$ cat src/rtd_pkg.sv
`timescale 1ns / 1ps
// rtd_pkg: shared constants, types and memory request and response structs
// for the ROLZ token decoder. No dependencies; imported by all but rtd_checker.

package rtd_pkg;

    localparam int HIST_BITS     = 12;            // history window, log2
    localparam int HIST_DEPTH    = 1 << HIST_BITS;
    localparam int LEN_USED_BITS = 6;             // used bits of match_length
    localparam int HOP_USED_BITS = 4;             // used bits of chain_steps
    localparam int SYMBOLS       = 256;

    localparam int BYTE_W     = 8;
    localparam int LEN_W      = 6;
    localparam int STEPS_W    = 4;
    localparam int S_TDATA_W  = 24;               // 18 payload bits, byte padded

    localparam logic [LEN_W-1:0]   COUNT_MASK = LEN_W'((1 << LEN_USED_BITS) - 1);
    localparam logic [STEPS_W-1:0] STEP_MASK  = STEPS_W'((1 << HOP_USED_BITS) - 1);

    typedef logic [HIST_BITS-1:0] hist_addr_t;
    typedef logic [BYTE_W-1:0]    sym_t;

    typedef enum logic [2:0] {
        S_IDLE,
        S_HOP,
        S_COPY,
        S_PUSH,
        S_BAD
    } state_t;

    // history memory: chain link and byte share one entry per position
    typedef struct packed {
        logic       rd_en;
        hist_addr_t rd_addr;
        logic       wr_en;
        hist_addr_t wr_addr;
        hist_addr_t wr_link;
        sym_t       wr_byte;
    } hist_req_t;

    typedef struct packed {
        hist_addr_t link;
        sym_t       data;
    } hist_rsp_t;

    // last-seen table, one entry per byte value
    typedef struct packed {
        logic       rd_en;
        sym_t       rd_sym;
        logic       wr_en;
        sym_t       wr_sym;
        hist_addr_t wr_pos;
    } ls_req_t;

    typedef struct packed {
        logic       valid;
        hist_addr_t pos;
    } ls_rsp_t;

endpackage

$ cat src/rtd_last_seen.sv
`timescale 1ns / 1ps
// rtd_last_seen: newest position of each byte value, with per-entry valid
// bits that flag unwritten entries. Depends on rtd_pkg.

module rtd_last_seen
    import rtd_pkg::*;
(
    input  logic    clk,
    input  logic    rst_n,
    input  ls_req_t req,
    output ls_rsp_t rsp
);

    hist_addr_t         mem [SYMBOLS];
    logic [SYMBOLS-1:0] valid_reg;
    hist_addr_t         pos_rd_reg;
    logic               valid_rd_reg;

    always_ff @(posedge clk)
    begin
        if (req.wr_en)
        begin
            mem[req.wr_sym] <= req.wr_pos;
        end
        if (req.rd_en)
        begin
            pos_rd_reg <= mem[req.rd_sym];
        end
    end

    always_ff @(posedge clk or negedge rst_n)
    begin
        if (!rst_n)
        begin
            valid_reg    <= '0;
            valid_rd_reg <= 1'b0;
        end
        else
        begin
            if (req.wr_en)
            begin
                valid_reg[req.wr_sym] <= 1'b1;
            end
            if (req.rd_en)
            begin
                valid_rd_reg <= valid_reg[req.rd_sym];
            end
        end
    end

    assign rsp = '{valid: valid_rd_reg, pos: pos_rd_reg};

endmodule

$ cat config.mk
export PLATFORM = sky130hd
export DESIGN_NAME = rtd_last_seen
export DESIGN_NICKNAME = d
export VERILOG_FILES = /design/src/rtd_pkg.sv /design/src/rtd_last_seen.sv
export SDC_FILE = /design/constraint.sdc
export NUM_CORES = 2
export LEC_CHECK = 0
export ABC_CLOCK_PERIOD_IN_PS = 3600
export BUFFER_PORTS_ARGS = -buffer_cell sky130_fd_sc_hd__buf_2
export CORE_ASPECT_RATIO = 1.4
export CORE_MARGIN = 1
export CORE_UTILIZATION = 54
export CTS_CLUSTER_SIZE = 12
export DETAILED_ROUTE_END_ITERATION = 8
export PLACE_DENSITY = 0.7
export SYNTH_ARGS = -nofsm -noshare
export SYNTH_HDL_FRONTEND = slang
export SYNTH_SLANG_ARGS = --single-unit
$ cat constraint.sdc
create_clock -name clk -period 3.6 [get_ports clk]
set_clock_uncertainty 0.05 [all_clocks]
set_input_delay 0.18 -clock clk [delete_from_list [all_inputs] [get_ports clk]]
set_output_delay 0.18 -clock clk [all_outputs]
set_load 0.1 [all_outputs]
# Word level (Yosys, flattened, before mapping)
# Memories as Yosys holds them, arrays and structs flattened. A register that Yosys moved wholly into a read port is not among the register bits.
# Cells that the tools add are included.
[word_totals]
reg_bits = 257
mem_bits_rw = 3072
in_bits = 32
n_memories = 1
[memory_table]
columns = ["name", "depth", "width", "read_ports", "rd_ports_with_merged_regs", "write_ports", "line", "rtl"]
rows = [
  ["mem", 256, 12, 1, 1, 1, "rtd_last_seen.sv:14", "hist_addr_t mem [SYMBOLS];"],
]
[classes]
magnitude_cmp = 3
muxes = 6
bitwise_logic = 1
reduce_logical = 1
[op_table]
columns = ["op", "count"]
rows = [
  ["OR 256 bit", 1],
  ["< comparator 8 x 9 -> 1 bit, second input constant", 2],
  ["binary-select mux 1 bit (select 8 bit)", 1],
  ["demux 1 bit (select 8 bit)", 1],
  [">= comparator 8 x 1 -> 1 bit, second input constant", 1],
  ["two-way mux 1 bit", 4],
  ["logical AND 1 bit", 1],
]

# Depth between registers and ports, before layout
[logic_depth]
depth_word = 5
depth_mapped = 12
mapped_depth_nobuf = 7

# Worst setup path before layout
# No wires, ideal clock.
[synth_timing]
kind = "input-to-reg"
startpoint = "in req[21] (netlist name)"
endpoint = "reg pos_rd_reg[10] (read register of mem), data pin"
arrival_ns = 2.452
required_time_ns = 3.283
path_slack_ns = 0.831
stages = 10
path_buffers = 5
cell_sequence = "buf_6 -> buf_4 -> buf_2 -> buf_2 -> buf_2 -> mux4_2 -> a221oi_1 -> o22ai_1 -> o21ai_0 -> nand4_1"
[synth_lines]
columns = ["item", "line", "rtl"]
rows = [
  ["from (decl)", "rtd_last_seen.sv:10", "input ls_req_t req,"],
  ["to (decl)", "rtd_last_seen.sv:16", "hist_addr_t pos_rd_reg;"],
]

==> impl_results.md <==
- Yosys reg bits: 3341
- Asr flop ratio synth: 7.69%
- Largest register FFs: 3072
- Pre-antenna DRT Iters: 8
- Slack of the worst reg-to-reg path: 0.05 ns
- Top_reg_cell synth: edfxtp_1
- Yosys top cell area share: 72.9%
- Hold Path End: mem[137][9]
- Crit Path Max Fanout: 1
- Reg-to-reg endpoint: pos_rd_reg[8]
- Launch point of the worst reg-to-reg path: mem[147][8]
- Top-count cell post-synth: edfxtp_1
- FF-to-FF path depth: 7
- Synth cell types: 41
- P_int: 62300 uW
- CTS tree: built
- Routed via count: 63000
- Tcrit/Tclk final: 98.5%
- Leak Pwr: 0.0479 uW
- Detailed Place HPWL: 198000 um
- Clock network power share: 39.9%
- Hold Buf Count CTS: 23
- Layout Cells excl Fill: 9680
- Syn_nets: 5797
- Largest net degree at the start of global routing: 138
- Hold Path Depth: 4
- Maximum vdd drop: 0.416 mV
- Root Driver: clkbuf_16
- Sequential Power Share: 54.3%
- Area grow syn2layout: 14.0%
- GRT Resource Usage Total: 27.4%
- CP max stage delay: 0.90 ns
- Outcome: complete, no violations
- Ys Warns: 0
- Synth area leader: edfxtp_1
- RSZ-0062 raised after global routing: no
- TritonCTS buffer count: 328
- Critical path origin: mem[147][8]
- Routability Congestion: 0.949
- Initial antenna violation count: 20
- Final Hold Viols: 0
- Synth Area per Inst: 22.1 um^2
- Final std cell area, no fill: 145000 um^2
- Final setup vio count: 0
- Max Clock Freq: 282 MHz
- Net Sw Power: 16700 uW
- Clock Latency Late Sink: 0.90 ns
- PwrDens: 545 nW/um^2
- Hold Crit Class: in2reg
- First-pass GRT wire length: 465000 um
- Placed Cells: 9111
- Switching share of power: 21.2%
- Clock Path Buffers: 4
- Drt total wl: 323000 um
- Arr. time, crit path: 4.11 ns
- Synth cell count leaders: edfxtp_1, mux4_2, nor2_1
- Global route overflow: 0
- Post-Synthesis Cells: 5765
- Slowest-stage cell, CP: o21ai_0
- Required time of the critical path: 4.16 ns
- Rel. slew slack: 21.8%
- Num Clock Sinks: 3341
- Share of layout cells above drive strength 1: 31.6%
- Hold wc startpoint: req[20]
- Crit path cell chain: mux4_2 > a22o_1 > a221oi_1 > o22ai_1 > o21ai_0 > buf_4 > nand4_1
- Setup TNS: 0 ns
- WL per Instance: 33.3 um
- Row count: 210
- Sequential-to-total area share from yosys stat: 77.9%
- Core area: 234000 um^2
- Postcts setup bufs: 0
- Starting Density: 54.4%
- Antenna Violating Nets Remaining: 0
- Largest cells by area after synthesis: edfxtp_1, mux4_2, dfrtp_1
- Die Wd: 412 um
- Number of nets in the layout: 6422
- Critical path class: reg2reg
- Startpoint type of the worst setup path: flop
- Die height: 576 um
- Die area: 237000 um^2
- Comb power frac: 5.8%
- Slew Viols, Final: 0
- Number of synthesized flops with an enable pin: 3084
- Placed Area: 135000 um^2
- Cell Area, Synth: 127000 um^2
- Slew @ Worst Pin: 1.16 ns
- DRC: 0
- Ports: 45
- PostCTS Resize Cnt: 0
- H-tree Lvls: 5
- DR iter-0 viols: 7855
- Clock slew at reported path FFs: 0.06 ns
- Crit path time final: 3.55 ns
- Vias in the first global route: 65100
- Max-cap viol count: 0
- Vias/cell: 6.51
- Number of buffers added on ports: 44
- Crit. End Element: flop
layout make-up:
class	instances	area, um^2
Antenna cell	6	15.0
Clock buffer	522	9340
Clock inverter	18	185
Fill cell	15700	89000
Inverter	5	18.8
Multi-Input combinational cell	2068	26600
Sequential cell	3341	99000
Tap cell	3074	3850
Timing Repair Buffer	646	5850
cell usage in the layout (no fill, tap or decap), types with 6 or more instances in the layout:
master	netlist	routed
or2_2	257	257
nand2_1	33	31
mux2i_1	33	33
nand3_1	30	30
nor3_1	7	7
o22ai_1	101	101
a221oi_1	192	192
buf_4	15	509
dlygate4sd3_1	0	22
nor2_1	268	266
dfrtp_1	257	257
o221ai_1	10	10
nor2b_1	13	12
diode_2	0	6
edfxtp_1	3084	3084
mux4_2	819	819
buf_12	0	71
nand4_1	22	22
clkbuf_1	229	168
clkbuf_16	0	341
buf_2	86	29
buf_8	0	14
clkbuf_8	0	13
inv_6	0	7
a22o_1	193	193
o21ai_0	49	49
layer usage:
layer  part of all wire (%)  global-route usage, %  vias to the layer above
met1                     35                   34.7                    33700
met3                    8.4                   5.59                      694
li1                       -                      -                    25500
met5                  0.035                      0                        -
met4                    6.1                   14.5                       18
met2                     50                   45.0                     3122
power by group through the flow:
| stage | sequential, uW | clock [uW] | combinational (uW) |
|---|---|---|---|
| final | 42900 | 31500 | 4600 |
| after global routing | 42900 | 33300 | 4780 |
| after CTS | 42900 | 31900 | 4610 |
| after detailed placement | 43700 | 0 | 4570 |
| after global placement | 43700 | 0 | 4480 |
| after floorplan | 43700 | 0 | 2220 |
critical path: cells and delay by family (launching register included):
| kind | cells | cell delay [ns] |
|---|---|---|
| muxes | 1 | 0.47 |
| DFF | 1 | 0.35 |
| and+or+nand+nor | 1 | 0.07 |
| AOI/OAI and AO/OA | 4 | 2.13 |
| buffers and inverters | 1 | 0.24 |
how the worst max path moves through the flow:
stage                                end  slack [ns]  depth (start not counted)
final                      pos_rd_reg[8]        0.05                          7
after global placement     pos_rd_reg[8]       -0.57                          9
after floorplan           pos_rd_reg[10]        0.83                         10
after CTS                  pos_rd_reg[8]        0.22                          7
after detailed placement   pos_rd_reg[8]       -0.50                          9
after global routing       pos_rd_reg[1]        0.20                          7
cells by family after synthesis:
| kind of cell | Yosys count | synth area share (%) |
|---|---|---|
| compound gates | 566 | 3.54 |
| buf+inv | 356 | 1.19 |
| simple gates | 646 | 2.56 |
| mux | 856 | 14.8 |
| flops | 3341 | 77.9 |
through the flow:
stage,hold WS (ns),worst slack (ns),util [%],power (uW)
4_1_cts,0.00498,0.217,62.0,79400
2_1_floorplan,-0.166,0.831,-,46000
3_5_place_dp,0.227,-0.501,57.8,48300
3_3_place_gp,0.220,-0.568,57.8,48100
5_1_grt,0.0641,0.202,62.0,80900
6_report,0.0587,0.0526,62.0,79000
No activity file was read; power rests on OpenSTA's default activity.
