### config.mk
export PLATFORM = sky130hd
export DESIGN_NAME = rtd_seq
export DESIGN_NICKNAME = d
export VERILOG_FILES = /design/src/rtd_pkg.sv /design/src/rtd_seq.sv
export SDC_FILE = /design/constraint.sdc
export NUM_CORES = 1
export LEC_CHECK = 0
export ABC_AREA = 1
export CAP_MARGIN = 20
export CORE_MARGIN = 5
export CORE_UTILIZATION = 35
export CTS_CLUSTER_DIAMETER = 50
export DETAILED_ROUTE_END_ITERATION = 16
export DONT_BUFFER_PORTS = 1
export PLACE_DENSITY = 0.51
export SLEW_MARGIN = 20
export SYNTH_ARGS = -nofsm -noshare
export SYNTH_HDL_FRONTEND = slang
export SYNTH_SLANG_ARGS = --single-unit
### constraint.sdc
create_clock -name clk -period 6.5 [get_ports clk]
set_clock_uncertainty 0.15 [all_clocks]
set_input_delay 0.65 -clock clk [delete_from_list [all_inputs] [get_ports clk]]
set_output_delay 0.65 -clock clk [all_outputs]
set_load 0.1 [all_outputs]
### src/rtd_pkg.sv
`timescale 1ns / 1ps
// rtd_pkg: shared constants, types and memory request and response structs
// for the ROLZ token decoder. No dependencies; imported by all but rtd_checker.

package rtd_pkg;

    localparam int HIST_BITS     = 12;            // history window, log2
    localparam int HIST_DEPTH    = 1 << HIST_BITS;
    localparam int LEN_USED_BITS = 6;             // used bits of match_length
    localparam int HOP_USED_BITS = 4;             // used bits of chain_steps
    localparam int SYMBOLS       = 256;

    localparam int BYTE_W     = 8;
    localparam int LEN_W      = 6;
    localparam int STEPS_W    = 4;
    localparam int S_TDATA_W  = 24;               // 18 payload bits, byte padded

    localparam logic [LEN_W-1:0]   COUNT_MASK = LEN_W'((1 << LEN_USED_BITS) - 1);
    localparam logic [STEPS_W-1:0] STEP_MASK  = STEPS_W'((1 << HOP_USED_BITS) - 1);

    typedef logic [HIST_BITS-1:0] hist_addr_t;
    typedef logic [BYTE_W-1:0]    sym_t;

    typedef enum logic [2:0] {
        S_IDLE,
        S_HOP,
        S_COPY,
        S_PUSH,
        S_BAD
    } state_t;

    // history memory: chain link and byte share one entry per position
    typedef struct packed {
        logic       rd_en;
        hist_addr_t rd_addr;
        logic       wr_en;
        hist_addr_t wr_addr;
        hist_addr_t wr_link;
        sym_t       wr_byte;
    } hist_req_t;

    typedef struct packed {
        hist_addr_t link;
        sym_t       data;
    } hist_rsp_t;

    // last-seen table, one entry per byte value
    typedef struct packed {
        logic       rd_en;
        sym_t       rd_sym;
        logic       wr_en;
        sym_t       wr_sym;
        hist_addr_t wr_pos;
    } ls_req_t;

    typedef struct packed {
        logic       valid;
        hist_addr_t pos;
    } ls_rsp_t;

endpackage

### src/rtd_seq.sv
`timescale 1ns / 1ps
// rtd_seq: token sequencer. Walks the chain, copies bytes, updates both
// memories and holds the output word register. Depends on rtd_pkg.

module rtd_seq
    import rtd_pkg::*;
(
    input  logic                 clk,
    input  logic                 rst_n,
    input  logic                 s_tvalid,
    output logic                 s_tready,
    input  logic [S_TDATA_W-1:0] s_tdata,
    input  logic                 s_tuser,
    output logic                 m_tvalid,
    input  logic                 m_tready,
    output logic [BYTE_W-1:0]    m_tdata,
    output logic                 m_tlast,
    output logic                 m_tuser,
    output hist_req_t            hist_req,
    input  hist_rsp_t            hist_rsp,
    output ls_req_t              ls_req,
    input  ls_rsp_t              ls_rsp
);

    state_t              state_reg, state_next;
    logic [31:0]         pos_reg, pos_next;
    logic                full_reg, full_next;
    logic [STEPS_W-1:0]  hops_reg, hops_next;
    logic [LEN_W-1:0]    cnt_reg, cnt_next;
    hist_addr_t          src_reg, src_next;
    sym_t                byte_reg, byte_next;
    logic                fwd_reg, fwd_next;
    logic                lvalid_reg, lvalid_next;
    logic                m_tvalid_reg, m_tvalid_next;
    sym_t                m_tdata_reg, m_tdata_next;
    logic                m_tlast_reg, m_tlast_next;
    logic                m_tuser_reg, m_tuser_next;

    logic                accept;
    logic                out_free;
    logic                in_pair;
    sym_t                in_lit;
    logic [LEN_W-1:0]    in_len;
    logic [STEPS_W-1:0]  in_steps;
    hist_addr_t          slot;
    hist_addr_t          first_addr;
    hist_addr_t          hop_pos;
    hist_addr_t          src_inc;
    sym_t                copy_byte;
    hist_addr_t          ls_link;

    assign s_tready   = (state_reg == S_IDLE);
    assign accept     = s_tvalid && s_tready;
    assign out_free   = !m_tvalid_reg || m_tready;
    assign in_pair    = s_tuser;
    assign in_lit     = s_tdata[7:0];
    assign in_len     = s_tdata[13:8] & COUNT_MASK;
    assign in_steps   = s_tdata[17:14] & STEP_MASK;
    assign slot       = pos_reg[HIST_BITS-1:0];
    assign first_addr = hist_addr_t'(slot - 1'b1);
    // links to slots not yet written read as zero
    assign hop_pos    = lvalid_reg ? hist_rsp.link : '0;
    assign src_inc    = hist_addr_t'(src_reg + 1'b1);
    assign copy_byte  = fwd_reg ? byte_reg : hist_rsp.data;
    assign ls_link    = ls_rsp.valid ? ls_rsp.pos : '0;

    function automatic logic chain_ok(input hist_addr_t a, input logic full,
                                      input hist_addr_t fill);
        return full || (a < fill);
    endfunction

    always_comb
    begin
        state_next = state_reg;
        unique case (state_reg)
            S_IDLE:
            begin
                if (accept)
                begin
                    priority if (!in_pair)
                        state_next = S_PUSH;
                    else if (pos_reg == 32'd0)
                        state_next = S_BAD;
                    else if (in_len == '0)
                        state_next = S_IDLE;
                    else
                        state_next = S_HOP;
                end
            end
            S_HOP:
            begin
                if (hops_reg == '0)
                    state_next = S_COPY;
            end
            S_COPY:
            begin
                state_next = S_PUSH;
            end
            S_PUSH:
            begin
                if (out_free)
                    state_next = (cnt_reg == LEN_W'(1)) ? S_IDLE : S_COPY;
            end
            S_BAD:
            begin
                if (out_free)
                    state_next = S_IDLE;
            end
            default:
            begin
                state_next = S_IDLE;
            end
        endcase
    end

    always_comb
    begin
        pos_next      = pos_reg;
        full_next     = full_reg;
        hops_next     = hops_reg;
        cnt_next      = cnt_reg;
        src_next      = src_reg;
        byte_next     = byte_reg;
        fwd_next      = fwd_reg;
        lvalid_next   = lvalid_reg;
        m_tvalid_next = m_tvalid_reg && !m_tready;
        m_tdata_next  = m_tdata_reg;
        m_tlast_next  = m_tlast_reg;
        m_tuser_next  = m_tuser_reg;
        hist_req      = '0;
        ls_req        = '0;

        unique case (state_reg)
            S_IDLE:
            begin
                if (accept)
                begin
                    if (!in_pair)
                    begin
                        ls_req.rd_en  = 1'b1;
                        ls_req.rd_sym = in_lit;
                        byte_next     = in_lit;
                        cnt_next      = LEN_W'(1);
                    end
                    else if ((pos_reg != 32'd0) && (in_len != '0))
                    begin
                        // first hop starts at the previous output byte
                        hist_req.rd_en   = 1'b1;
                        hist_req.rd_addr = first_addr;
                        lvalid_next      = chain_ok(first_addr, full_reg, slot);
                        hops_next        = in_steps;
                        cnt_next         = in_len;
                    end
                end
            end
            S_HOP:
            begin
                hist_req.rd_en = 1'b1;
                if (hops_reg == '0)
                begin
                    hist_req.rd_addr = hist_addr_t'(hop_pos + 1'b1);
                    src_next         = hist_addr_t'(hop_pos + 1'b1);
                    fwd_next         = 1'b0;
                end
                else
                begin
                    hist_req.rd_addr = hop_pos;
                    lvalid_next      = chain_ok(hop_pos, full_reg, slot);
                    hops_next        = hops_reg - 1'b1;
                end
            end
            S_COPY:
            begin
                byte_next     = copy_byte;
                ls_req.rd_en  = 1'b1;
                ls_req.rd_sym = copy_byte;
            end
            S_PUSH:
            begin
                if (out_free)
                begin
                    hist_req.wr_en   = 1'b1;
                    hist_req.wr_addr = slot;
                    hist_req.wr_link = ls_link;
                    hist_req.wr_byte = byte_reg;
                    ls_req.wr_en     = 1'b1;
                    ls_req.wr_sym    = byte_reg;
                    ls_req.wr_pos    = slot;
                    pos_next         = pos_reg + 32'd1;
                    if (&slot)
                        full_next = 1'b1;
                    m_tvalid_next    = 1'b1;
                    m_tdata_next     = byte_reg;
                    m_tlast_next     = (cnt_reg == LEN_W'(1));
                    m_tuser_next     = 1'b0;
                    cnt_next         = cnt_reg - 1'b1;
                    if (cnt_reg != LEN_W'(1))
                    begin
                        // next source may be the slot written this cycle
                        hist_req.rd_en   = 1'b1;
                        hist_req.rd_addr = src_inc;
                        src_next         = src_inc;
                        fwd_next         = (src_inc == slot);
                    end
                end
            end
            S_BAD:
            begin
                if (out_free)
                begin
                    m_tvalid_next = 1'b1;
                    m_tdata_next  = '0;
                    m_tlast_next  = 1'b1;
                    m_tuser_next  = 1'b1;
                end
            end
            default:
            begin
                hist_req = '0;
            end
        endcase
    end

    always_ff @(posedge clk or negedge rst_n)
    begin
        if (!rst_n)
        begin
            state_reg    <= S_IDLE;
            pos_reg      <= '0;
            full_reg     <= 1'b0;
            m_tvalid_reg <= 1'b0;
        end
        else
        begin
            state_reg    <= state_next;
            pos_reg      <= pos_next;
            full_reg     <= full_next;
            m_tvalid_reg <= m_tvalid_next;
        end
    end

    always_ff @(posedge clk)
    begin
        hops_reg    <= hops_next;
        cnt_reg     <= cnt_next;
        src_reg     <= src_next;
        byte_reg    <= byte_next;
        fwd_reg     <= fwd_next;
        lvalid_reg  <= lvalid_next;
        m_tdata_reg <= m_tdata_next;
        m_tlast_reg <= m_tlast_next;
        m_tuser_reg <= m_tuser_next;
    end

    assign m_tvalid = m_tvalid_reg;
    assign m_tdata  = m_tdata_reg;
    assign m_tlast  = m_tlast_reg;
    assign m_tuser  = m_tuser_reg;

endmodule

Word level (Yosys, flattened, before mapping). Cells that the tools add are included.

Register bits after elaboration: 79. Output and inout port bits: 88. Word-level logic and storage cells: 127.

Add/sub/neg operators: 6. $lt $le $gt $ge: 2. Equal/unequal tests: 17. Multiplexer cells: 61. Reductions and logical operators: 28.

Operators with widths (number): 12-bit 2-to-1 mux (6); 13-bit 2-to-1 mux (4); 46-bit 2-to-1 mux (1); 21-bit 2-to-1 mux (2); 8-bit 2-to-1 mux (5); 13-bit case mux with 3 select lines (1); 33-bit 2-to-1 mux (1); 32-bit by 1-bit adder with 32-bit output (second input constant) (1); 32-bit zero test (1); 8-bit case mux with 2 select lines (2); 32-bit nonzero test (1); 12-bit by 1-bit adder with 12-bit output (second input constant) (2); 12-bit < comparator (2); 6-bit 2-to-1 mux (4); 12-bit case mux with 2 select lines (1); 3-bit 2-to-1 mux (6); 9-bit 2-to-1 mux (2); 9-bit case mux with 2 select lines (1); 4-bit 2-to-1 mux (4); 3-bit case mux with 5 select lines (1); 14-bit AND reduction (1); 1-bit 2-to-1 mux (13); 12-bit equality test (1); 2-bit != test (second input constant) (6); 27 further kinds (45).

Depth between registers and ports, before layout.
Depth after elaboration: 7. Mapped depth: 14. Gate-level depth less buffers: 13.

Worst setup path before layout. No wires, ideal clock.

Kind: register to output. From: register state_reg[2]. To: output port ls_req[21] (netlist name). Arrival: 3.972 ns. Required time: 5.700 ns. Setup slack: 1.728 ns. Stages on the path, launching flop included: 8. Path through: dfrtp_1 nor2_1 inv_1 nor2_2 inv_1 nor2_1 nand2_1 o21ai_0.

RTL lines: start, declared (line rtd_seq.sv:25) `state_t state_reg, state_next;`; start signal, assigned (line rtd_seq.sv:235) `state_reg <= state_next;`; end, declared (line rtd_seq.sv:21) `output ls_req_t ls_req,`.

==> impl_metrics.ini <==
[setup_path]
end_kind = primary output
start_kind = flip-flop
critPathArrivalTime_ps = 3820
required_ps = 5700
path_cells = inv_1, nor2_1, inv_1, nand2_4, inv_2, nand2_2, inv_1, nand2_1, nand2_1, a21oi_1, nand2_1
r2r_cells = 9
crit_type = reg -> out
cpPeakStageDelay_ps = 930
crit_path_top_delay_cell = dfrtp_1
critPathMaxFanout = 25

[job]
drv_cap = 0

[detailed_routing]
wl_per_cell_um = 16.23
vias_per_cell = 4.913
first_pass_iters = 5
via_count = 5360
drcViolationCount = 0
drtAntennaViolNets = 0
routed_wl_mm = 17.71
detail_route.iter0.violations = 248

[timing]
fin_hold_ws_ps = 341.2
max_slew_margin_pct = 22.14
slew_violations = 0
setup_viol = 0
fmax_mhz = 216.3
fin_crit_sh_pct = 71.14
rsz0062_at_grt = false
worst_pin_slew_ps = 1168
finalHoldViolCount = 0
setup_tns_ps = 0
period_needed_ps = 4624
setup_slack_ps = 1876

[cells_and_area]
largest_reg_flops = 32
drive_gt1_share_pct = 15.94
num_antenna_cells = 0
nets = 946
area_growth_pct = 13.44
fill_cells = 1848

[clock_network]
cts_resized = 0
cts.sinks = 79
cts_tree = done
numCtsBuffers = 9
cts_hold_buf = 2
htreeDepth = 3
clock_latency_ps = 350
postCtsSetupBuffers = 0
cts_root_buf = clkbuf_16
clkTransAtPathRegs_ps = 70
clk_path_buf_depth = 2

[yosys]
synth_cells = 855
yosysTopAreaCell = edfxtp_1
synth_area_um2 = 6256
synth_fp_nets = 940
synth_warnings = 0
yosysMostFrequentCell = nand2_1
ys_top_cells_by_count = 177 x nand2_1, 129 x inv_1, 114 x nor2_1
synthTopCellsByArea = edfxtp_1 20%, dfrtp_1 15%, nand2_1 11%
avgSynthCellArea_um2 = 7.317
synth_cell_type_count = 42
synth-edff-count = 42
synth_top_area_share_pct = 20.16
synth-seq-cells = 79
ys_seq_area_share_pct = 34.96
synth_ff_type = edfxtp_1
async_flop_share_pct = 46.84

[placed_design]
dp_hpwl_mm = 14.22
place_ws_ps = 2248
finalWeightedCongestion = 0.8442
port_buffers = 0

[floorplanning]
boundaryPins = 150
die-width_um = 143.7
dieArea_um2 = 20650
start_util_pct = 35.92
dieHeight_um = 143.7
core-area_um2 = 17420
rows = 48

[grt]
met2_usage_pct = 28.75
grt_use_met3_pct = 4.226
grt-busiest-layer = met2
grt_pass1_vias = 5156
grt_start_max_net_pins = 38
grt_first_pass_wirelength_mm = 27.67
grt_use_total_pct = 17.23
antenna_found_initial = 0
grt_overflow_total = 0
met1_usage_pct = 22.93

[min_path]
holdPathStages = 1
worstHoldPathType = reg -> reg

[outcome]
outcome = completed
## worst max-delay path, delay by kind of cell, from the launching register on
kind / cells / cell delay (ps)
AO/OA/AOI/OAI: 1 / 140
buffers and inverters: 4 / 540
AND/OR/NAND/NOR: 6 / 1830
flip-flops: 1 / 930
## routing by layer
layer	vias up	share of wire [%]
li1	2763	-
met1	2479	46
met2	109	48
met3	9	5.2
met4	0	0.93
met5	-	0
## final timing paths
check	start	to	slack, ps
worst min register to register	pos_reg[30]	pos_reg[30]	340
worst max register to register	m_tvalid	pos_reg[28]	3050
min in group asynchronous	rst_n	pos_reg[30]	630
worst min-delay path	pos_reg[30]	pos_reg[30]	340
max in group asynchronous	rst_n	pos_reg[5]	5370
worst max-delay path	m_tvalid	hist_req[42]	1880
## stage by stage
stage	utilization, %	cells	instance area (um^2)
2_1_floorplan	-	855	6256
3_3_place_gp	38.60	1072	6723
3_5_place_dp	38.76	1073	6750
4_1_cts	40.75	1091	7097
5_1_grt	40.75	1091	7097
6_report	40.75	1091	7097
## placed cells by master (no fill, tap or decap), drive strengths merged, types with 17 or more instances in the layout
cell	Yosys	layout
nor2	128	128
nand4	17	17
nand3	55	55
dfrtp	37	37
a21oi	17	17
buf	30	34
edfxtp	42	42
xor2	41	41
nand2	187	187
ha	23	23
inv	134	137
nor3	23	23
o21ai	50	50
## cell families (layout without fill, tap and decap cells)
| kind of cell | Yosys count | after routing | synth area share [%] |
|---|---|---|---|
| flip-flops | 79 | 79 | 34.96 |
| multiplexers | 8 | 8 | 1.440 |
| AND/OR/NAND/NOR | 428 | 428 | 31.46 |
| XOR/XNOR | 53 | 53 | 7.540 |
| buffers and inverters | 177 | 188 | 12.42 |
| adder cells (fa/ha/maj) | 23 | 23 | 4.600 |
| AO/OA/AOI/OAI | 87 | 87 | 7.580 |
## area by class of cell
type | instances | area [um^2] | share of cell area (%)
repair buffers | 35 | 290.3 | 4.090
inverters | 137 | 514.2 | 7.246
clock inverters | 5 | 41.29 | 0.5818
multi-input cells | 599 | 3507 | 49.42
flip-flops and latches | 79 | 2187 | 30.82
well taps | 225 | 281.5 | 3.967
clock buffers | 11 | 275.3 | 3.879
Power is not shown: default switching activity piles up to over one toggle a cycle in this logic, so the estimate is an artifact.
